[src/rtl/core/mnbb_pkg.sv]
// Shared types and constants of the mask bounding box block
package mnbb_pkg;

	localparam int DIM_W       = 13;
	localparam int PIX_W       = 64;
	localparam int PB_W        = 4;
	localparam int MAX_DIM_DEF = 4096;
	localparam int ADDR_W      = 4;
	localparam int APB_DW      = 32;
	localparam int TDATA_OUT_W = 56;

	localparam logic [1:0] REG_FRAME_WIDTH  = 2'd0;
	localparam logic [1:0] REG_FRAME_HEIGHT = 2'd1;
	localparam logic [1:0] REG_PIXEL_BYTES  = 2'd2;

	localparam logic [DIM_W-1:0] FRAME_WIDTH_RST  = 13'd4096;
	localparam logic [DIM_W-1:0] FRAME_HEIGHT_RST = 13'd4096;
	localparam logic [PB_W-1:0]  PIXEL_BYTES_RST  = 4'd1;

	typedef struct packed {
		logic [DIM_W-1:0] frame_width;
		logic [DIM_W-1:0] frame_height;
		logic [PB_W-1:0]  pixel_bytes;
	} cfg_t;

	typedef struct packed {
		logic             found;
		logic [DIM_W-1:0] bottom;
		logic [DIM_W-1:0] right;
		logic [DIM_W-1:0] top;
		logic [DIM_W-1:0] left;
	} box_t;

endpackage

[src/rtl/core/mask_nonzero_bounding_box.sv]
// Top level: bounding box of the nonzero pixels of a raster mask frame
// Throughput: one pixel transfer per cycle, sustained, while the result side keeps up.
// Path: the last pixel of a frame passes the input register, then the box is loaded
//   into the result register, which drives the master side once that register is free.
// Reset: arst_n clears counters, box and valid flags at once; the registers return
//   to width 4096, height 4096, one byte per pixel. No clearing pass is needed.
module mask_nonzero_bounding_box
	import mnbb_pkg::*;
#(
	parameter int MAX_DIM = MAX_DIM_DEF
) (
	input  logic                   clk,
	input  logic                   arst_n,
	// pixel stream
	input  logic                   s_tvalid,
	output logic                   s_tready,
	input  logic [PIX_W-1:0]       s_tdata,   // [63:0] pixel
	// box stream
	output logic                   m_tvalid,
	input  logic                   m_tready,
	output logic [TDATA_OUT_W-1:0] m_tdata,   // [12:0] left, [25:13] top, [38:26] right,
	                                          // [51:39] bottom, [55:52] zero
	output logic                   m_tuser,   // [0] found
	// configuration
	input  logic                   psel,
	input  logic                   penable,
	input  logic                   pwrite,
	input  logic [ADDR_W-1:0]      paddr,
	input  logic [APB_DW-1:0]      pwdata,
	output logic [APB_DW-1:0]      prdata,
	output logic                   pready
);

	cfg_t             cfg_q;
	logic             valid_s1;
	logic [PIX_W-1:0] pixel_s1;
	logic             emit, advance, out_free;
	box_t             box;
	logic [DIM_W*4-1:0] box_data_q;
	logic             found_q;
	logic             m_tvalid_q;

	// Configuration registers: written on the access phase, read back directly
	assign pready = 1'b1;

	always_ff @(posedge clk or negedge arst_n) begin
		if (!arst_n) begin
			cfg_q.frame_width  <= FRAME_WIDTH_RST;
			cfg_q.frame_height <= FRAME_HEIGHT_RST;
			cfg_q.pixel_bytes  <= PIXEL_BYTES_RST;
		end else if (psel && penable && pwrite && pready) begin
			case (paddr[3:2])
				REG_FRAME_WIDTH:  cfg_q.frame_width  <= pwdata[DIM_W-1:0];
				REG_FRAME_HEIGHT: cfg_q.frame_height <= pwdata[DIM_W-1:0];
				REG_PIXEL_BYTES:  cfg_q.pixel_bytes  <= pwdata[PB_W-1:0];
				default: ;
			endcase
		end
	end

	always_comb begin
		case (paddr[3:2])
			REG_FRAME_WIDTH:  prdata = APB_DW'(cfg_q.frame_width);
			REG_FRAME_HEIGHT: prdata = APB_DW'(cfg_q.frame_height);
			REG_PIXEL_BYTES:  prdata = APB_DW'(cfg_q.pixel_bytes);
			default:          prdata = '0;
		endcase
	end

	// The result register frees up when empty or when its transfer completes.
	// A pixel that ends no frame never waits for it; the last pixel of a frame
	// holds in stage 1 until the box can be loaded.
	assign out_free = !m_tvalid_q || m_tready;
	assign advance  = valid_s1 && (!emit || out_free);
	assign s_tready = !valid_s1 || advance;

	// Input register
	always_ff @(posedge clk or negedge arst_n) begin
		if (!arst_n) begin
			valid_s1 <= 1'b0;
		end else if (s_tready) begin
			valid_s1 <= s_tvalid;
		end
	end

	always_ff @(posedge clk) begin
		if (s_tready && s_tvalid) begin
			pixel_s1 <= s_tdata;
		end
	end

	mnbb_track #(
		.MAX_DIM (MAX_DIM)
	) u_track (
		.clk     (clk),
		.arst_n  (arst_n),
		.cfg     (cfg_q),
		.advance (advance),
		.pixel   (pixel_s1),
		.emit    (emit),
		.box     (box)
	);

	// Result register: load the finished box, drop valid once it is taken
	always_ff @(posedge clk or negedge arst_n) begin
		if (!arst_n) begin
			m_tvalid_q <= 1'b0;
		end else if (advance && emit) begin
			m_tvalid_q <= 1'b1;
		end else if (m_tready) begin
			m_tvalid_q <= 1'b0;
		end
	end

	always_ff @(posedge clk) begin
		if (advance && emit) begin
			box_data_q <= {box.bottom, box.right, box.top, box.left};
			found_q    <= box.found;
		end
	end

	assign m_tvalid = m_tvalid_q;
	assign m_tdata  = TDATA_OUT_W'(box_data_q);
	assign m_tuser  = found_q;

endmodule

[src/rtl/core/mnbb_track.sv]
// Raster position counters and running bounding box of set pixels
module mnbb_track
	import mnbb_pkg::*;
#(
	parameter int MAX_DIM = MAX_DIM_DEF
) (
	input  logic             clk,
	input  logic             arst_n,
	input  cfg_t             cfg,
	input  logic             advance,
	input  logic [PIX_W-1:0] pixel,
	output logic             emit,
	output box_t             box
);

	localparam int CW = (MAX_DIM > 1) ? $clog2(MAX_DIM) : 1;
	localparam int XW = (CW + 1 > DIM_W) ? CW + 1 : DIM_W;
	localparam logic [XW-1:0] MAX_X = XW'(MAX_DIM);
	localparam logic [CW-1:0] MIN_RST = CW'(MAX_DIM - 1);
	localparam int NBYTES = PIX_W / 8;

	logic [CW-1:0] col_q, row_q, min_col_q, min_row_q, max_col_q, max_row_q;
	logic          any_q;

	logic [XW-1:0] w_eff, h_eff, col_x, row_x, r_x, b_x;
	logic [PB_W-1:0] nb;
	logic [NBYTES-1:0] byte_nz, byte_en;
	logic          set, col_end, row_end;
	logic [CW-1:0] min_col_n, min_row_n, max_col_n, max_row_n;
	logic          any_n;

	always_comb begin
		w_eff = XW'(cfg.frame_width);
		if (w_eff == '0) w_eff = XW'(1);
		else if (w_eff > MAX_X) w_eff = MAX_X;
		h_eff = XW'(cfg.frame_height);
		if (h_eff == '0) h_eff = XW'(1);
		else if (h_eff > MAX_X) h_eff = MAX_X;

		nb = cfg.pixel_bytes;
		if (nb == '0) nb = PB_W'(1);
		else if (nb > PB_W'(NBYTES)) nb = PB_W'(NBYTES);
		for (int i = 0; i < NBYTES; i++) begin
			byte_nz[i] = |pixel[8*i +: 8];
			byte_en[i] = (PB_W'(i) < nb);
		end
		set = |(byte_nz & byte_en);

		col_x = XW'(col_q);
		row_x = XW'(row_q);
		col_end = !(col_x < w_eff - XW'(1));
		row_end = !(row_x < h_eff - XW'(1));
		emit = col_end && row_end;

		min_col_n = (set && col_q < min_col_q) ? col_q : min_col_q;
		max_col_n = (set && col_q > max_col_q) ? col_q : max_col_q;
		min_row_n = (set && row_q < min_row_q) ? row_q : min_row_q;
		max_row_n = (set && row_q > max_row_q) ? row_q : max_row_q;
		any_n = any_q || set;

		// clamp the exclusive edges to a frame that may have shrunk
		r_x = XW'(max_col_n) + XW'(1);
		b_x = XW'(max_row_n) + XW'(1);
		if (r_x > w_eff) r_x = w_eff;
		if (b_x > h_eff) b_x = h_eff;

		if (any_n) begin
			box.left   = DIM_W'(XW'(min_col_n));
			box.top    = DIM_W'(XW'(min_row_n));
			box.right  = r_x[DIM_W-1:0];
			box.bottom = b_x[DIM_W-1:0];
			box.found  = 1'b1;
		end else begin
			box.left   = '0;
			box.top    = '0;
			box.right  = w_eff[DIM_W-1:0];
			box.bottom = h_eff[DIM_W-1:0];
			box.found  = 1'b0;
		end
	end

	always_ff @(posedge clk or negedge arst_n) begin
		if (!arst_n) begin
			col_q     <= '0;
			row_q     <= '0;
			min_col_q <= MIN_RST;
			min_row_q <= MIN_RST;
			max_col_q <= '0;
			max_row_q <= '0;
			any_q     <= 1'b0;
		end else if (advance) begin
			if (emit) begin
				col_q     <= '0;
				row_q     <= '0;
				min_col_q <= MIN_RST;
				min_row_q <= MIN_RST;
				max_col_q <= '0;
				max_row_q <= '0;
				any_q     <= 1'b0;
			end else begin
				col_q     <= col_end ? '0 : col_q + CW'(1);
				row_q     <= col_end ? row_q + CW'(1) : row_q;
				min_col_q <= min_col_n;
				min_row_q <= min_row_n;
				max_col_q <= max_col_n;
				max_row_q <= max_row_n;
				any_q     <= any_n;
			end
		end
	end

endmodule

[config.mk]
export PLATFORM = sky130hd
export DESIGN_NAME = mask_nonzero_bounding_box
export DESIGN_NICKNAME = d
export VERILOG_FILES = /design/src/rtl/core/mnbb_pkg.sv /design/src/rtl/core/mask_nonzero_bounding_box.sv /design/src/rtl/core/mnbb_track.sv
export SDC_FILE = /design/constraint.sdc
export NUM_CORES = 1
export LEC_CHECK = 0
export BUFFER_PORTS_ARGS = -buffer_cell sky130_fd_sc_hd__buf_2
export CAP_MARGIN = 20
export CORE_ASPECT_RATIO = 1.25
export CORE_MARGIN = 4
export CORE_UTILIZATION = 40
export DETAILED_ROUTE_END_ITERATION = 12
export PLACE_DENSITY = 0.56
export SKIP_CTS_REPAIR_TIMING = 1
export SLEW_MARGIN = 20
export SYNTH_ARGS = -nofsm -noshare
export SYNTH_HDL_FRONTEND = slang
export SYNTH_HIERARCHICAL = 1
export SYNTH_SLANG_ARGS = --single-unit
[constraint.sdc]
create_clock -name clk -period 10.3 [get_ports clk]
set_clock_uncertainty 0.15 [all_clocks]
set_input_delay 1.03 -clock clk [delete_from_list [all_inputs] [get_ports clk]]
set_output_delay 1.03 -clock clk [all_outputs]
set_load 0.03 [all_outputs]
==> qor.yml <==
status: "finished clean"
critPathMaxStageDelay_ns: 0.72
die_x_um: 169.6
top_register: "pixel_s1"
synth_common_cells: "117 x edfxtp_1, 100 x ha_1, 90 x nor2_1"
dieArea_um2: 35630
switching_share_pct: 37.18
worstPathRequired_ns: 10.41
period_needed_ns: 6.650
area_growth_pct: 14.38
timing.hold.ws_ns: 0.3560
cts.reportedPaths.clkPinSlew_ns: 0.06
fin_cells: 1766
largest_reg_flops: 64
synth.top_cell.area_share_pct: 26.90
hold_path_class: "in2async"
powerDensity_nw_per_um2: 245.7
io_pins: 199
cell_internal_pwr_mw: 2.306
critical_path_class: "reg2reg"
clock-root-buffer: "clkbuf_16"
routed_wl_um: 31670
cp-start-kind: "flop"
yosysUniqueCellTypes: 72
cp_max_fo: 18
multi_input_area_um2: 6203
first_pass_iters: 4
slowest_stage: "dfrtp_1"
p_seq_share_pct: 34.3
slew_headroom_pct: 41.87
synth_top_area_cell: "edfxtp_1"
coreArea_um2: 32060
finalCritPeriodShare_pct: 64.56
hpwl_um: 23420
rows: 73
initial_core_util_pct: 40.74
hold_violations: 0
clock_sinks: 222
layout-drive-gt1-share_pct: 22.32
tritoncts: "yes"
combPwrFrac_pct: 41.3
wl_per_cell_um: 17.93
grtUsageTotal_pct: 17.54
via_count: 9343
place_congestion: 0.8472
synth_edf_count: 117
syn_area_per_cell_um2: 10.89
synth.most_common_cell: "edfxtp_1"
grt-ovfl-total: 0
p_leak_nw: 6.778
r2r_slack_ns: 3.65
synthFlopType: "edfxtp_1"
cts_buffer_depth: 3
io_buffers: 153
peakVddDrop_uv: 151.2
placedCellCount: 1719
grt_pass1_vias: 9462
setup_viol: 0
drc: 0
path_cells: "ha_1 -> a21o_1 -> a21oi_1 -> o21ai_0 -> a2111o_1 -> o211ai_1 -> buf_4 -> mux2i_1 -> ha_1 -> nand3_1 -> nor3_1 -> xnor2_1 -> mux2i_1 -> ha_1 -> a21o_1 -> a21o_1 -> a211oi_1 -> o21ai_0 -> a31o_2 -> a21oi_1 -> buf_4 -> mux2_2"
antenna_found_initial: 1
reg_top3: "pixel_s1 x64, box_data_q x52, cfg_q x30"
fmax_mhz: 150.4
slew_viol_final: 0
ys_warn_count: 6
cts_inserted_buffers: 25
n_fill_cell: 3003
crit_path_end_kind: "flop"
ys_seq_area_share_pct: 47.27
h-tree-depth: 1
drt-initial-drc-count: 403
synth_area_leaders: "edfxtp_1 27%, dfrtp_1 15%, ha_1 9.6%"
critPathArrivalTime_ns: 6.76
rsz0062_at_grt: "no"
path_buf_inv: 2
synth_seq_cells: 222
syn_area_um2: 13060
vias_per_cell: 5.290
fin_nets: 1542
drtAntennaViolNets: 0
p_switching_mw: 1.364
worstSkewPairLatency_ns: 0.52
setup_tns_ns: 0
cap_viol_max_count: 0
seqCellArea_um2: 6175
grt_pass1_wl_um: 50600
critical_path.top_delay_family: "compound AO/OA/AOI/OAI gates"
clkPwrFrac_pct: 24.4
tightest_slew_ns: 0.8719
die_h_um: 210.0
async_reset_ff_share_pct: 47.30
synthCells: 1199
grt_max_degree: 66
[cell type report]
class	instances	area share [%]
flip-flops and latches	222	41.33
repair buffers	166	5.796
clock inverters	13	0.8375
clock buffers	32	4.782
multi-input cells	830	41.52
diodes	1	0.01675
inverters	90	2.261
well taps	412	3.451
[worst reg2reg max path, delay by kind of cell (launching register included)]
kind	cells	cell delay [ns]
and+or+nand+nor	2	0.41
buffers and inverters	2	0.60
adders and majority gates	3	0.95
DFF	1	0.72
xor gates and xnor gates	1	0.10
AOI/OAI and AO/OA	11	2.39
muxes	3	1.08
[per-layer routing]
| layer | GRT usage [%] | part of all wire [%] | vias to the layer above |
|---|---|---|---|
| met4 | 5.832 | 2.8 | 0 |
| met2 | 31.39 | 52 | 166 |
| met3 | 2.551 | 3.6 | 54 |
| met1 | 21.62 | 42 | 4552 |
| li1 | - | - | 4571 |
| met5 | 0 | 0 | - |
[logic make-up after synthesis]
logic type / Yosys count / share of synthesized area, %
mux: 110 / 9.177
buf+inv: 170 / 6.035
compound gates: 216 / 11.73
xor+xnor: 57 / 3.822
simple gates: 321 / 12.30
fa+ha+maj: 100 / 9.579
flops: 222 / 47.27
other cells: 3 / 0.08621
[final timing paths]
check,startpoint,to,cells after the start
setup / recovery,u_track/col_q[5]$_DFFE_PN0P_,box_data_q[35]$_DFFE_PP_,22
hold / removal,arst_n,u_track/col_q[2]$_DFFE_PN0P_,1
setup reg to reg,u_track/col_q[5]$_DFFE_PN0P_,box_data_q[35]$_DFFE_PP_,22
hold reg to reg,u_track/max_col_q[5]$_DFFE_PN0P_,u_track/max_col_q[5]$_DFFE_PN0P_,1
max in group asynchronous,arst_n,cfg_q[8]$_DFFE_PN0P_,2
min in group clk,u_track/max_col_q[5]$_DFFE_PN0P_,u_track/max_col_q[5]$_DFFE_PN0P_,1
[through the flow]
stage / worst slack (ns) / util, % / total power [mW] / cell area [µm²]
after global routing: 3.023 / 46.60 / 3.951 / 14940
after floorplan: 3.885 / - / 2.398 / 13150
after global placement: 3.666 / 43.94 / 2.774 / 14090
final: 3.650 / 46.60 / 3.670 / 14940
after CTS: 3.577 / 46.56 / 3.722 / 14930
after detailed placement: 3.635 / 43.94 / 2.797 / 14090
[cells in the final DEF, fill, tap and decap left out, drive strengths merged, types with 27 or more instances in the layout]
cell / count
buf: 166
edfxtp: 117
ha: 100
nor2: 90
inv: 89
dfrtp: 78
nand2: 76
mux2i: 62
mux2: 48
o21ai: 46
a21oi: 42
xnor2: 39
clkbuf: 32
dfstp: 27
nor4: 27
[power groups by stage]
stage	registers [mW]	clock network, mW	logic [mW]
global placement	1.27	0	1.50
finish	1.26	0.896	1.52
global route	1.28	0.963	1.71
floorplan	1.19	0	1.21
CTS	1.26	0.930	1.53
detailed placement	1.28	0	1.52
(Power assumes the default switching activity.)
